`src/hdl/bam_pkg.sv`:
```
// Shared constants and types for the block average mosaic.
`default_nettype none

package bam_pkg;

  localparam int unsigned CFG_IDX_W  = 2;
  localparam int unsigned CFG_DATA_W = 10;

  localparam logic [CFG_IDX_W-1:0] REG_FRAME_WIDTH  = 2'd0;
  localparam logic [CFG_IDX_W-1:0] REG_FRAME_HEIGHT = 2'd1;
  localparam logic [CFG_IDX_W-1:0] REG_BLOCK_SIZE   = 2'd2;

  localparam int unsigned RST_FRAME_WIDTH  = 512;
  localparam int unsigned RST_FRAME_HEIGHT = 512;
  localparam int unsigned RST_BLOCK_SIZE   = 8;

  localparam int unsigned HEIGHT_LIMIT = 512;
  localparam int unsigned ROW_W        = 9;
  localparam int unsigned AVG_OUT_W    = 8;
  localparam int unsigned QUEUE_DEPTH  = 4;

  typedef struct packed {
    logic [8:0] block_row;
    logic [8:0] block_col;
    logic       frame_last;
  } bam_pos_t;

endpackage

`default_nettype wire

```
`src/hdl/bam_div.sv`:
```
// Back end: restoring divide of a block sum by block size squared, output register.
`default_nettype none

module bam_div
  import bam_pkg::*;
#(
  parameter int unsigned PIXEL_BITS = 8,
  parameter int unsigned MAX_BLOCK  = 16,
  localparam int unsigned LB    = $clog2(MAX_BLOCK),
  localparam int unsigned SUM_W = PIXEL_BITS + 2 * LB,
  localparam int unsigned REM_W = 2 * LB + 1
) (
  input  wire logic                 clk,
  input  wire logic                 rst_n,
  input  wire logic                 q_empty,
  output logic                      q_pop,
  input  wire logic [SUM_W-1:0]     q_sum,
  input  wire bam_pos_t             q_pos,
  input  wire logic [REM_W-1:0]     divisor,
  output logic                      out_valid,
  input  wire logic                 out_stall,
  output logic      [AVG_OUT_W-1:0] out_block_average,
  output logic      [8:0]           out_block_row,
  output logic      [8:0]           out_block_col,
  output logic                      out_frame_last
);

  localparam int unsigned STEP_W = $clog2(PIXEL_BITS + 1);
  localparam int unsigned AVG_W  = (PIXEL_BITS > AVG_OUT_W) ? PIXEL_BITS : AVG_OUT_W;

  localparam logic [1:0] S_IDLE = 2'd0;
  localparam logic [1:0] S_RUN  = 2'd1;
  localparam logic [1:0] S_HOLD = 2'd2;

  logic [1:0]            state_r, state_nxt;
  logic [STEP_W-1:0]     step_r, step_nxt;
  logic                  out_valid_r, out_valid_nxt;
  logic [REM_W-1:0]      rem_r;
  logic [PIXEL_BITS-1:0] quo_r;
  bam_pos_t              pos_r;
  logic [AVG_OUT_W-1:0]  avg_r;
  bam_pos_t              opos_r;

  logic [REM_W-1:0]      trial;
  logic                  take;
  logic                  load_out;
  logic [AVG_W-1:0]      avg_ext;

  always_comb begin
    trial    = {rem_r[REM_W-2:0], quo_r[PIXEL_BITS-1]};
    take     = (trial >= divisor);
    q_pop    = (state_r == S_IDLE) && !q_empty;
    load_out = (state_r == S_HOLD) && (!out_valid_r || !out_stall);
    avg_ext  = AVG_W'(quo_r);

    state_nxt     = state_r;
    step_nxt      = step_r;
    out_valid_nxt = out_valid_r;
    if (out_valid_r && !out_stall) begin
      out_valid_nxt = 1'b0;
    end
    unique case (state_r)
      S_IDLE: begin
        if (q_pop) begin
          state_nxt = S_RUN;
          step_nxt  = STEP_W'(PIXEL_BITS);
        end
      end
      S_RUN: begin
        step_nxt = step_r - 1'b1;
        if (step_r == STEP_W'(1)) begin
          state_nxt = S_HOLD;
        end
      end
      S_HOLD: begin
        if (load_out) begin
          state_nxt     = S_IDLE;
          out_valid_nxt = 1'b1;
        end
      end
      default: state_nxt = S_IDLE;
    endcase
  end

  always_ff @(posedge clk) begin
    if (!rst_n) begin
      state_r     <= S_IDLE;
      step_r      <= '0;
      out_valid_r <= 1'b0;
    end else begin
      state_r     <= state_nxt;
      step_r      <= step_nxt;
      out_valid_r <= out_valid_nxt;
    end
  end

  always_ff @(posedge clk) begin
    if (q_pop) begin
      rem_r <= REM_W'(q_sum[SUM_W-1:PIXEL_BITS]);
      quo_r <= q_sum[PIXEL_BITS-1:0];
      pos_r <= q_pos;
    end else if (state_r == S_RUN) begin
      rem_r <= take ? (trial - divisor) : trial;
      quo_r <= PIXEL_BITS'({quo_r, take});
    end
    if (load_out) begin
      avg_r  <= avg_ext[AVG_OUT_W-1:0];
      opos_r <= pos_r;
    end
  end

  assign out_valid         = out_valid_r;
  assign out_block_average = avg_r;
  assign out_block_row     = opos_r.block_row;
  assign out_block_col     = opos_r.block_col;
  assign out_frame_last    = opos_r.frame_last;

  a_rem_bound: assert property (@(posedge clk) disable iff (!rst_n)
    (state_r == S_RUN) |-> (rem_r < divisor))
    else $error("partial remainder not below divisor");

  a_div_nonzero: assert property (@(posedge clk) disable iff (!rst_n)
    q_pop |-> (divisor != '0))
    else $error("zero divisor at start of divide");

  a_out_hold: assert property (@(posedge clk) disable iff (!rst_n)
    (out_valid_r && out_stall) |=> (out_valid_r && $stable(avg_r) && $stable(opos_r)))
    else $error("stalled result beat changed");

endmodule

`default_nettype wire

```
`config.mk`:
```
export PLATFORM = sky130hd
export DESIGN_NAME = bam_div
export DESIGN_NICKNAME = d
export VERILOG_FILES = /design/src/hdl/bam_pkg.sv /design/src/hdl/bam_div.sv
export SDC_FILE = /design/constraint.sdc
export NUM_CORES = 1
export LEC_CHECK = 0
export BUFFER_PORTS_ARGS = -buffer_cell sky130_fd_sc_hd__buf_2
export CORE_MARGIN = 1.5
export CORE_UTILIZATION = 41
export DETAILED_ROUTE_END_ITERATION = 6
export GPL_ROUTABILITY_DRIVEN = 1
export SYNTH_ARGS = -nofsm -noshare
export SYNTH_HDL_FRONTEND = slang
export SYNTH_SLANG_ARGS = --single-unit
```
`constraint.sdc`:
```
create_clock -name clk -period 2.6 [get_ports clk]
set_input_delay 0 -clock clk [delete_from_list [all_inputs] [get_ports clk]]
set_output_delay 0 -clock clk [all_outputs]
set_load 0.02 [all_outputs]
```
==> summary.txt <==
Place
  • Placer Congestion: 0.850
  • Post-placement cell area: 3350 µm²
  • IO buf count: 76
  • Hpwl dp: 3480 µm

Synth
  • Post-synth EDFFs: 62
  • Mapped Cells: 206
  • Netlist Area Pre-Place: roughly 2900 µm²
  • Top cell type's share of synthesized area: 65.1%
  • Top cells by area, synth: edfxtp_1, dfxtp_1, ha_1
  • Syn_area_per_cell: 13.9 µm²
  • FFs w/ async S/R, synth: 0%
  • Top cell type by total area after synthesis: edfxtp_1
  • Ys flop type: edfxtp_1
  • Ys Warns: 0
  • Netlist cell types: 35
  • Sequential share of the synthesized area: 70.1%
  • Most common cell in the synthesized netlist: edfxtp_1
  • Register bit total from synthesis: about 70
  • Synthesized Nets: 266
  • Top cells by count, synth: edfxtp_1, nand2_1, inv_1

Floorplan
  • Top Ports: 77
  • Die Y: ~86 µm
  • Core Area: 6760 µm²
  • Row count: 30
  • Initial Util: 42.3%
  • Die W: 86.5 µm
  • DIE AREA: 7480 µm²

Job
  • Max-cap violations: 0

Clocking
  • Skew-Pair Late Insertion Delay: 0.34 ns
  • # hold bufs at CTS: 37
  • Post-CTS Setup Bufs: 0
  • H-tree depth: 3
  • CTS Buffer Depth: 2
  • Clock tree from TritonCTS: yes
  • Num CTS Buffers: 9
  • Clock Sinks: 69
  • Clock transition at the registers of the reported paths: roughly 0.070 ns
  • CTS Root Cell: clkbuf_8
  • PostCTS Resize Cnt: 0

Critical path
  • Critical Path AT: 2.42 ns
  • Crit path launch type: register
  • Slowest-stage cell, CP: edfxtp_1
  • Worst-path maximum fanout: 10
  • Reg-to-Reg Start: rem_r[2]
  • CP max stage delay: 0.39 ns
  • R2r setup slk: 0.28 ns
  • Reg2Reg Depth: 7
  • Setup CP Type: register to register
  • CP Capture Type: register
  • Worst path cell trace: ha_1 -> and3_1 -> nand3_1 -> a31o_1 -> a21oi_4 -> mux2i_1 -> mux2_2
  • Family with the most delay on the worst path: compound AO/OA/AOI/OAI gates
  • Bufs and invs on worst path: 0
  • Data required, critical path: 2.69 ns
  • Worst R2R End: rem_r[1]

Route
  • Drt wl/cell: 13.3 µm
  • Via count: around 1900
  • DRC viols: 0
  • DR vias/cell: 4.70
  • First-pass iteration count of the detailed router: 4
  • Total Wirelength: 5500 µm
  • ANT nets after route: 0
  • Iter 0 DRT Violations: 93

STA
  • Fmax: 0.430 GHz
  • Setup violations, final: 0
  • Post-layout min period: 2.32 ns
  • Final hold vios: 0
  • Worst slew pin tran: 0.772 ns
  • Relative slew slack: between 40% and 50%
  • Final number of max-transition violations: 0
  • RSZ-0062 raised after global routing: no
  • Skew final: 0.00783 ns
  • TNS Setup: 0 ns
  • Final worst-path cycle share: 89.4%

Final layout
  • Diode count: 0
  • Fin util: 58.6%
  • Fraction of layout instances using a drive strength above 1: 30.2%
  • Fin area: 3960 µm²
  • Final nets: 390
  • Area Growth Syn to Fin: 38.6%

GRT
  • First-pass GRT wire length: 8660 µm
  • Largest net degree at the start of global routing: 28
  • Gr usage total: 15.8%
  • Grt total ovfl: 0
  • Initial antenna violation count: 0
  • Vias in the first global route: 1893

Min path
  • Hold Startpoint: q_empty
  • Worst min-delay path class: primary input to register
  • Worst hold path endpoint: step_r[0]
  • Hold Path Depth: 4

Power and ir drop
  • Leakage power: between 1.5 and 2 nW
  • PwrDens: 783 nW/µm²
  • Pwr Total: 3.10 mW
  • Peak VDD IR: ~500 µV

Outcome
  • Outcome: completed
==> layout by cell type (no fill, tap or decap), types with 2 or more instances in the layout <==
cell type      netlist  final
o21ai_0              5      5
nand2_1             34     34
mux2_2               3      3
a21oi_1              8      7
edfxtp_1            62     62
mux2i_1              7      7
nor3_1               2      2
buf_2                0     76
o22ai_1              3      3
clkbuf_8             0      9
nor2_1               9      9
dlygate4sd3_1        0     37
buf_4                0      3
inv_1               15     15
bufinv_16            0      3
clkinv_4             0      2
nor2b_1              4      4
xnor2_1              3      3
o21ai_1              5      5
ha_1                11     11
o21a_1               4      4
and2_1               2      2
a21o_1               3      3
dfxtp_1              7      7
==> through the flow <==
step	hold WS [ns]	instances	setup slack [ns]
detailed placement	0.178	362	0.286
global route	0.152	414	0.120
finish	0.105	414	0.276
CTS	0.0871	414	0.273
floorplan	0.0989	206	0.306
global placement	0.176	362	0.351
==> power by group <==
group / switching (mW) / total (mW) / internal [mW]
logic: 0.340 / 0.674 / 0.334
clock network: 0.403 / 1.04 / 0.633
registers: 0.0465 / 1.39 / 1.34
total: 0.789 / 3.10 / 2.31
==> final cells by class <==
cell class,instances,area [µm²]
Timing Repair Buffer,116,773
Multi-Input combinational cell,119,792
Fill cell,582,2800
Clock inverter,6,113
Clock buffer,9,124
Sequential cell,69,2000
Tap cell,80,100
Inverter,15,56.3
==> registers in the layout, summed over array words and instances (netlist names) <==
register / flops
out_block_col: 9
pos_r: 19
out_frame_last: 1
state_r: 2
step_r: 4
out_block_average: 8
rem_r: 8
out_block_row: 9
avg_ext: 8
out_valid: 1
==> cell families (layout without fill, tap and decap cells) <==
family | Yosys count | count (layout) | share of synthesized area (%)
muxes | 10 | 10 | 3.63
adders and majority gates | 12 | 12 | 5.52
xor gates and xnor gates | 4 | 4 | 1.23
and+or+nand+nor | 59 | 59 | 9.50
DFF | 69 | 69 | 70.1
AOI/OAI and AO/OA | 34 | 34 | 7.71
buffers and inverters | 18 | 146 | 2.36
==> metal layers <==
layer	part of all wire [%]	routed length [µm]	GRT usage [%]
met5	0	0	0
met1	45	2480	18.5
met3	3.9	215	4.86
met2	49	2680	25.9
met4	2.4	133	8.80
==> how the worst max path moves through the flow <==
stage / cells past startpoint / endpoint / slack, ns / from
5_1_grt: 7 / rem_r[7] / 0.12 / rem_r[2]
6_report: 7 / rem_r[1] / 0.28 / rem_r[2]
3_5_place_dp: 7 / rem_r[1] / 0.29 / rem_r[2]
3_3_place_gp: 7 / rem_r[1] / 0.35 / rem_r[2]
2_1_floorplan: 4 / pos_r[0] / 0.31 / state_r[0]
4_1_cts: 7 / rem_r[1] / 0.27 / rem_r[2]
==> worst min-delay path, delay by kind of cell <==
family                 cells  cell delay, ns
and+or+nand+nor            1            0.09
buffers and inverters      1            0.09
AOI/OAI and AO/OA          2            0.22
Power figures use the tool's default switching activity.
