[src/hdl/bam_queue.sv]
// Small register FIFO between the pixel front end and the divider.
`default_nettype none

module bam_queue #(
  parameter int unsigned WIDTH = 40,
  parameter int unsigned DEPTH = 4
) (
  input  wire logic             clk,
  input  wire logic             rst_n,
  input  wire logic             push,
  input  wire logic [WIDTH-1:0] push_data,
  output logic                  full,
  input  wire logic             pop,
  output logic      [WIDTH-1:0] pop_data,
  output logic                  empty
);

  localparam int unsigned PTR_W = (DEPTH > 1) ? $clog2(DEPTH) : 1;
  localparam int unsigned CNT_W = $clog2(DEPTH + 1);

  logic [WIDTH-1:0] entries_r [DEPTH];
  logic [PTR_W-1:0] wr_ptr_r, wr_ptr_nxt;
  logic [PTR_W-1:0] rd_ptr_r, rd_ptr_nxt;
  logic [CNT_W-1:0] count_r, count_nxt;

  always_comb begin
    wr_ptr_nxt = wr_ptr_r;
    rd_ptr_nxt = rd_ptr_r;
    count_nxt  = count_r;
    if (push) begin
      wr_ptr_nxt = (wr_ptr_r == PTR_W'(DEPTH - 1)) ? '0 : wr_ptr_r + 1'b1;
    end
    if (pop) begin
      rd_ptr_nxt = (rd_ptr_r == PTR_W'(DEPTH - 1)) ? '0 : rd_ptr_r + 1'b1;
    end
    if (push && !pop) begin
      count_nxt = count_r + 1'b1;
    end else if (pop && !push) begin
      count_nxt = count_r - 1'b1;
    end
  end

  always_ff @(posedge clk) begin
    if (!rst_n) begin
      wr_ptr_r <= '0;
      rd_ptr_r <= '0;
      count_r  <= '0;
    end else begin
      wr_ptr_r <= wr_ptr_nxt;
      rd_ptr_r <= rd_ptr_nxt;
      count_r  <= count_nxt;
    end
  end

  always_ff @(posedge clk) begin
    if (push) begin
      entries_r[wr_ptr_r] <= push_data;
    end
  end

  assign full     = (count_r == CNT_W'(DEPTH));
  assign empty    = (count_r == '0);
  assign pop_data = entries_r[rd_ptr_r];

  a_push_room: assert property (@(posedge clk) disable iff (!rst_n) push |-> !full)
    else $error("queue pushed while full");

  a_pop_data: assert property (@(posedge clk) disable iff (!rst_n) pop |-> !empty)
    else $error("queue popped while empty");

  a_count_hold: assert property (@(posedge clk) disable iff (!rst_n)
    (push == pop) |=> $stable(count_r))
    else $error("queue fill changed without a lone push or pop");

endmodule

`default_nettype wire

[config.mk]
export PLATFORM = sky130hd
export DESIGN_NAME = bam_queue
export DESIGN_NICKNAME = d
export VERILOG_FILES = /design/src/hdl/bam_queue.sv
export SDC_FILE = /design/constraint.sdc
export NUM_CORES = 1
export LEC_CHECK = 0
export BUFFER_PORTS_ARGS = -buffer_cell sky130_fd_sc_hd__clkbuf_2
export CAP_MARGIN = 10
export CORE_MARGIN = 1
export CORE_UTILIZATION = 30
export CTS_CLUSTER_SIZE = 16
export DETAILED_ROUTE_END_ITERATION = 8
export PLACE_DENSITY = 0.55
export SLEW_MARGIN = 20
export SYNTH_ARGS = -nofsm -noshare
export SYNTH_HDL_FRONTEND = slang
export SYNTH_SLANG_ARGS = --single-unit
export TNS_END_PERCENT = 5
[constraint.sdc]
create_clock -name clk -period 1.78 [get_ports clk]
set_input_delay 0.356 -clock clk [delete_from_list [all_inputs] [get_ports clk]]
set_output_delay 0.356 -clock clk [all_outputs]
set_load 0.02 [all_outputs]
==> flow_summary.yaml, run 1 <==
timing:
  fin_worst_skew_ps: 8.30
  maxSlewHeadroom_pct: 80.4
  hold_viol_final: 0
  fin_crit_sh_pct: 117
  worst_slew_pin_slew_ps: 294
  finalCriticalPeriod_ps: 2090
  worst_slack_ps: -309
  rsz0062_at_grt: "yes"
  slew_violations: 0
  max_freq_mhz: 479
  setup_violations: 40
pwr:
  seqPwrFrac_pct: 50.5
  vdd_ir_drop_max_mv: 0.615
  leakage_nw: 2.65
  p_int_mw: 7.03
  p_total_mw: 9.12
  clockPowerShare_pct: 39.3
  switchingPower_mw: 2.09
  p_per_area_mw_per_mm2: 1170
  p_sw_share_pct: 22.9
  power_frac_comb_pct: 10.3
yosys:
  yosysWarnings: 0
  ys_types: 21
  synth_fp_nets: 304
  synthFlopType: "edfxtp_1"
  synthMuxAreaShare_pct: 15.0
  netlist_area_mm2: 0.00627
  synth_top_family_by_area: "multiplexers"
  synth-adder-area-share_pct: 1.52
  yosysSeqAreaShare_pct: 79.4
  synth_edf_count: 160
  synthSimpleGateAreaFrac_pct: 1.44
  synth-xor-area-share_pct: 0.279
  syn_avg_cell_area_um2: 24.8
  synth_compound_area_share_pct: 0.319
  synth-seq-cells: 169
  synthCells: 253
  async_flop_share_pct: 0
worst_setup_path:
  cp_max_fo: 10
  crit_path_end: "pop_data[39]"
  rr_worst_depth: 4
  worst_path_max_delay_cell: "mux4_2"
  r2r_start: "count_r[0]"
  arrival_ps: 1730
  r2r_slack_ps: 290
  crit_type: "register to output port"
  cp-end-kind: "output port"
  r2r_end: "count_r[2]"
  start_kind: "register"
  cp.required_ps: 1420
  cp_cell_sequence: "buf_12 -> mux4_2 -> buf_2"
  max_stage_delay_ps: 540
clocking:
  cts_root_buf: "clkbuf_16"
  cts_sinks: 169
  holdBufCountCts: 0
  postCtsSetupRepairBufs: 0
  clock_tree.buffer_depth: 2
  cts_tree: "yes"
  clock_latency_ps: 420
  cts_made_buffers: 17
  htree_levels: 4
  clk_pin_slew_ps: 70
place:
  io_buffers: 85
  hpwl_mm: 6.76
  routabilityCongestion: 0.656
  dp_worst_setup_slack_ps: -60.4
  dp.cells: 613
finish:
  drive_gt1_share_pct: 47.1
  final_cell_mix: "160 x edfxtp_1, 51 x clkbuf_2, 40 x mux4_2"
  syn_to_final_growth_pct: 24.0
  stdcell_count: 646
  final_nets: 414
  num-fill-cells: 1843
  n_antenna_cell: 0
  final_common_cell: "edfxtp_1"
  utilization_pct: 38.2
global_route:
  track_usage_pct: 11.4
  antenna_found_initial: 0
  overflow: 0
  grt_pass1_wl_mm: 17.6
  grt_max_degree: 41
  first_global_vias: 3112
floorplanning:
  initial_utilization_pct: 30.8
  rows: 52
  die_x_um: 147
  die-area_mm2: 0.0215
  coreArea_mm2: 0.0204
  io_pins: 86
  die_y_um: 147
drt:
  vias: 2830
  via_per_inst: 4.38
  drcViolationCount: 0
  ant_nets: 0
  drt_iter0_markers: 112
  routedWlPerCell_um: 17.9
  wirelength_mm: 11.6
  first_pass_iters: 4
flow_run:
  max-cap-violations: 0
status:
  violations: "setup timing"
  run_status: "finished with violations"
min_path:
  hold_path.class: "input port to register"
-- critical path, delay by kind of cell (launching register included) --
family | cells | cell delay (ps)
buf+inv | 2 | 350
flops | 1 | 420
mux | 1 | 540
-- cell type report --
| cell class | instances | area [um2] | share of cell area (%) |
|---|---|---|---|
| clock buffers | 17 | 425 | 5.47 |
| multi-input cells | 71 | 1170 | 15.0 |
| well taps | 270 | 338 | 4.34 |
| flip-flops and latches | 169 | 4990 | 64.1 |
| inverters | 4 | 15.0 | 0.193 |
| clock inverters | 15 | 151 | 1.95 |
| repair buffers | 100 | 693 | 8.91 |
-- synth_stat cells, types with 2 or more instances --
cell type | count | area, um2
and2_1 | 5 | 31.3
buf_12 | 4 | 80.1
buf_2 | 4 | 20.0
dfxtp_1 | 9 | 180
edfxtp_1 | 160 | 4800
ha_1 | 6 | 75.1
inv_1 | 4 | 15.0
mux2i_1 | 4 | 40.0
mux4_2 | 40 | 901
nor2b_1 | 5 | 31.3
nor3_1 | 2 | 10.0
-- through the flow --
stage	TNS, ps	cell area, um2	hold slack (ps)
after floorplan	-15070	6280	455
after global placement	0	7150	486
after detailed placement	-60.4	7150	508
after CTS	-12700	7730	126
after global routing	-14530	7780	130
final	-11200	7780	156
-- power by group through the flow --
stage / sequential [mW] / combinational, mW / clock (mW)
detailed placement: 4.69 / 0.938 / 0
global route: 4.62 / 1.02 / 3.86
global placement: 4.68 / 0.926 / 0
CTS: 4.60 / 0.939 / 3.69
finish: 4.60 / 0.936 / 3.58
floorplan: 4.67 / 0.587 / 0
-- metal layers --
layer / global-route usage [%] / vias up / wire length (um)
li1: - / 1286 / -
met1: 13.9 / 1477 / 5100
met2: 18.4 / 60 / 5850
met3: 4.03 / 7 / 529
met4: 4.69 / 0 / 119
met5: 0 / - / 0
-- state kept, by name (all words and copies together) (netlist names), named ones only --
| signal | cells |
|---|---|
| wr_ptr_r | 2 |
| entries_r | 160 |
| rd_ptr_r | 2 |
| count_r | 3 |
-- cells by family after synthesis --
kind of cell	count (synthesis)
AND/OR/NAND/NOR	15
buffers and inverters	13
adder cells (fa/ha/maj)	7
XOR/XNOR	2
AO/OA/AOI/OAI	3
flip-flops	169
multiplexers	44
-- how the worst min path moves through the flow --
stage                              from  cells after the start  slack (ps)                to
after global placement       count_r[2]                      2         490        count_r[2]
after floorplan            push_data[0]                      0         450   entries_r[0][0]
after detailed placement     count_r[2]                      2         510        count_r[2]
after global routing      push_data[28]                      1         130  entries_r[1][28]
after CTS                 push_data[11]                      1         130  entries_r[3][11]
final                     push_data[21]                      1         160  entries_r[2][21]
-- timing repair --
| action | 4_1_cts | 5_1_grt |
|---|---|---|
| gates cloned | 0 | 1 |
| resized for setup | 0 | 42 |
| pin swaps | 0 | 0 |
| setup endpoints to repair | 40 | 40 |
No activity file was read; power rests on OpenSTA's default activity.
==> inputs of run 2 (changes only) <==
Settings changed: CORE_ASPECT_RATIO set to 1.5, SKIP_LAST_GASP set to 1.
==> run 2 against run 1 <==
Register-to-register slack worse by 20 ps. Sequential power hardly changed. Clock power is 5% lower. Sequential share of layout area is 0.70 points lower. The run still ends with setup timing left. Critical path type unchanged. Worst hold slack worse by 2.4 ps. Power is 1.4% lower. Utilization is 0.32 points higher.
==> flow_summary.yaml, run 2 (synthesized netlist as in run 1, its figures left out) <==
place:
  io_buffers: 85
  place_area_mm2: 0.00712
  dp_worst_setup_slack_ps: -41.8
  dp.cells: 609
  hpwl_mm: 7.05
  routabilityCongestion: 0.632
timing:
  rsz0062_at_grt: "yes"
  worst_slack_ps: -331
  fin_worst_skew_ps: 7.58
  finalCriticalPeriod_ps: 2110
  fin_setup_tns_ps: -12240
  max_freq_mhz: 474
  setup_violations: 40
  maxSlewHeadroom_pct: 80.7
  worst_slew_pin_slew_ps: 290
  slew_violations: 0
  fin_crit_sh_pct: 119
  hold_viol_final: 0
global_route:
  track_usage_pct: 11.5
  antenna_found_initial: 1
  overflow: 0
  grt_pass1_wl_mm: 17.7
  grt_max_degree: 41
  first_global_vias: 3113
clocking:
  cts_tree: "yes"
  clock_tree.buffer_depth: 2
  htree_levels: 4
  cts_root_buf: "clkbuf_16"
  cts_sinks: 169
  clock_latency_ps: 420
  holdBufCountCts: 0
  clk_pin_slew_ps: 60
  cts_made_buffers: 17
flow_run:
  max-cap-violations: 0
finish:
  stdcell_count: 650
  final_cell_mix: "160 x edfxtp_1, 76 x clkbuf_2, 40 x mux4_2"
  largest_reg_flops: 160
  utilization_pct: 38.5
  top_regs: "entries_r x160, count_r x3"
  final_nets: 423
  syn_to_final_growth_pct: 25.4
  final_area_mm2: 0.00787
  regMostFlops: "entries_r"
  final_common_cell: "edfxtp_1"
  drive_gt1_share_pct: 47.8
pwr:
  p_sw_share_pct: 22.9
  p_per_area_mw_per_mm2: 1140
  leakage_nw: 2.71
  power_frac_comb_pct: 11.1
  seqPwrFrac_pct: 51.2
  vdd_ir_drop_max_mv: 0.534
  clockPowerShare_pct: 37.8
  switchingPower_mw: 2.06
  p_int_mw: 6.92
drt:
  drt_iter0_markers: 158
  wirelength_mm: 11.9
  ant_nets: 0
  first_pass_iters: 4
  drcViolationCount: 0
  routedWlPerCell_um: 18.4
  via_per_inst: 4.45
  vias: 2893
worst_setup_path:
  cp_max_fo: 5
  cp-end-kind: "output port"
  crit_type: "register to output port"
  cp.required_ps: 1420
  start_kind: "register"
  rr_worst_depth: 4
  arrival_ps: 1750
min_path:
  hold_path.class: "input port to register"
  whs_path_depth: 1
floorplanning:
  rows: 64
  die-area_mm2: 0.0215
  coreArea_mm2: 0.0204
  die_y_um: 179
  initial_utilization_pct: 30.7
  io_pins: 86
  die_x_um: 120
status:
  violations: "setup timing"
  run_status: "finished with violations"
-- run 2: cell count changes in the layout (fill, tap and decap cells not counted), sizes merged --
cell,change
buf,-19
clkbuf,+29
diode,+1
clkinv,-1
bufinv,-1
inv,+1
-- run 2: what timing repair did --
item / CTS / global route
setup endpoints to repair: 40 / 40
buffers inserted: 0 / 3
gates resized for setup: 0 / 25
cloned: 0 / 5
-- run 2: stage by stage --
step | hold WS (ps) | power (mW)
finish | 154 | 8.99
CTS | 127 | 9.03
floorplan | 455 | 5.26
global placement | 482 | 5.59
global route | 124 | 9.34
detailed placement | 518 | 5.62
-- run 2: per-layer routing --
| layer | wire length (um) | global-route usage (%) | vias up |
|---|---|---|---|
| li1 | - | - | 1312 |
| met1 | 4950 | 13.3 | 1505 |
| met2 | 6320 | 19.3 | 64 |
| met3 | 476 | 3.56 | 12 |
| met4 | 191 | 5.16 | 0 |
| met5 | 0 | 0 | - |
-- run 2: layout make-up --
cell class	instances	area [um2]
Fill cell	1869	12600
Sequential cell	169	4990
Multi-Input combinational cell	71	1170
Timing Repair Buffer	109	812
Clock buffer	18	429
Tap cell	264	330
Clock inverter	14	120
Inverter	4	15.0
Antenna cell	1	2.50
-- run 2: worst paths after layout --
| kind | startpoint | endpoint | slack [ps] |
|---|---|---|---|
| worst min register to register | count_r[2] | count_r[2] | 520 |
| worst max register to register | count_r[0] | count_r[2] | 270 |
| worst min-delay path | push_data[2] | entries_r[3][2] | 150 |
| worst max-delay path | register | pop_data[12] | -330 |
-- run 2: power by group through the flow --
stage	clock [mW]	sequential (mW)	combinational [mW]
detailed placement	0	4.69	0.933
CTS	3.49	4.60	0.934
floorplan	0	4.67	0.587
finish	3.39	4.60	0.993
global placement	0	4.68	0.916
global route	3.65	4.61	1.08
-- run 2: worst max-delay path, cell delays in order (launching register included) --
cell,delay (ps)
dfxtp_4,360
buf_12,140
clkbuf_16,160
mux4_2,500
buf_2,180
==> inputs of run 3 (changes only) <==
Settings changed: CTS_BUF_LIST set to sky130_fd_sc_hd__clkbuf_8.
==> run 3 against run 2 <==
The run still ends with setup timing left. Routed wire length is essentially flat. First-iteration DRC count shrank 2.5%. Design area shrank 2.4%. Cell count is the same. Via count shrank 0.93%. Sequential share of layout area grew 1.6 points. Worst setup slack lost 44 ps. Worst hold slack lost 41 ps. Power shrank 11%. Fmax shrank 2.0%. Combinational power is essentially flat.
==> flow_summary.yaml, run 3 (synthesized netlist as in run 1, its figures left out) <==
status:
  run_status: "finished with violations"
  violations: "setup timing"
finish:
  area.sequential_mm2: 0.00499
  syn_to_final_growth_pct: 22.3
  final_cell_mix: "160 x edfxtp_1, 76 x clkbuf_2, 40 x mux4_2"
  regMostFlops: "entries_r"
  final_common_cell: "edfxtp_1"
  utilization_pct: 37.6
  final_nets: 423
  drive_gt1_share_pct: 47.8
  stdcell_count: 650
  final_area_mm2: 0.00768
  multi_input_area_mm2: 0.00117
  num-fill-cells: 1891
  top_regs: "entries_r x160, count_r x3"
  largest_reg_flops: 160
place:
  hpwl_mm: 7.05
  routabilityCongestion: 0.632
  place_area_mm2: 0.00712
  dp.cells: 609
  io_buffers: 85
timing:
  rsz0062_at_grt: "yes"
  maxSlewHeadroom_pct: 80.9
  hold_slack_ps: 113
  hold_viol_final: 0
  fin_worst_skew_ps: 10.4
  finalCriticalPeriod_ps: 2150
  worst_slew_pin_slew_ps: 287
  setup_violations: 40
  fin_crit_sh_pct: 121
  slew_violations: 0
  max_freq_mhz: 464
  worst_slack_ps: -375
worst_setup_path:
  cp.required_ps: 1420
  crit_type: "register to output port"
  cp_cell_sequence: "buf_12 -> clkbuf_16 -> mux4_2 -> buf_2"
  cp-end-kind: "output port"
  cp_max_fo: 5
  r2r_start: "count_r[0]"
  worst_path_max_delay_cell: "mux4_2"
  max_stage_delay_ps: 500
  arrival_ps: 1800
  start_kind: "register"
drt:
  vias: 2866
  routedWlPerCell_um: 18.4
  drcViolationCount: 0
  drt_iter0_markers: 154
  wirelength_mm: 11.9
  first_pass_iters: 4
  ant_nets: 0
  via_per_inst: 4.41
clocking:
  holdBufCountCts: 0
  cts_made_buffers: 17
  clk_pin_slew_ps: 90
  cts_sinks: 169
  clock_latency_ps: 450
  htree_levels: 4
  cts_root_buf: "clkbuf_8"
  cts_tree: "yes"
  clock_tree.buffer_depth: 2
floorplanning:
  rows: 64
  initial_utilization_pct: 30.7
  die-area_mm2: 0.0215
  coreArea_mm2: 0.0204
  io_pins: 86
  die_y_um: 179
  die_x_um: 120
global_route:
  track_usage_pct: 11.4
  first_global_vias: 3116
  grt_max_degree: 41
  antenna_found_initial: 1
  grt_pass1_wl_mm: 17.6
  overflow: 0
pwr:
  vdd_ir_drop_max_mv: 0.337
  leakage_nw: 2.62
  p_per_area_mw_per_mm2: 1050
min_path:
  hold_path.class: "input port to register"
  min_from: "push_data[18]"
flow_run:
  max-cap-violations: 0
## run 3: cell count changes in the layout (fill, tap and decap cells not counted)
cell / before / now
clkbuf_1: 1 / 0
inv_1: 4 / 5
clkbuf_16: 21 / 4
clkbuf_8: 0 / 17
## run 3: layer usage
metal	vias to the layer above	GRT usage, %	share of wire, %
met5	-	0	0
met4	0	5.47	1.6
met3	11	3.75	4.4
met2	66	19.2	53
met1	1485	13.1	41
li1	1304	-	-
## run 3: worst paths after layout
path / slack, ps / to / cells after the start
min reg2reg: 530 / count_r[2] / 2
min: 110 / entries_r[0][18] / 1
max: -370 / pop_data[12] / 4
max reg2reg: 270 / count_r[2] / 4
## run 3: report_power, final
group	switching [mW]	leakage (nW)	internal (mW)
sequential	0.0537	1.54	4.54
combinational	0.541	0.895	0.453
clock	1.35	0.183	1.10
total	1.95	2.62	6.09
## run 3: stage by stage
stage | setup TNS (ps) | total power, mW | setup WS (ps)
4_1_cts | -16180 | 8.09 | -439
3_5_place_dp | -41.8 | 5.62 | -41.8
5_1_grt | -17370 | 8.39 | -458
3_3_place_gp | 0 | 5.59 | 30.6
2_1_floorplan | -15070 | 5.26 | -131
6_report | -14140 | 8.04 | -375
## run 3: layout make-up
type	instances	area share (%)
Antenna cell	1	0.0326
Tap cell	264	4.30
Inverter	4	0.196
Multi-Input combinational cell	71	15.2
Sequential cell	169	65.0
Timing Repair Buffer	109	10.6
Clock inverter	15	1.61
Clock buffer	17	3.05
## run 3: repair_timing
action	4_1_cts	5_1_grt
buffers inserted	0	3
cloned	0	5
hold endpoints to repair	0	0
resized for setup	0	25
setup endpoints to repair	40	40
pin swaps	0	0
## run 3: critical path, delay by kind of cell (launching register included)
family / cells / cell delay [ps]
buffers and inverters: 3 / 480
flip-flops: 1 / 370
multiplexers: 1 / 500
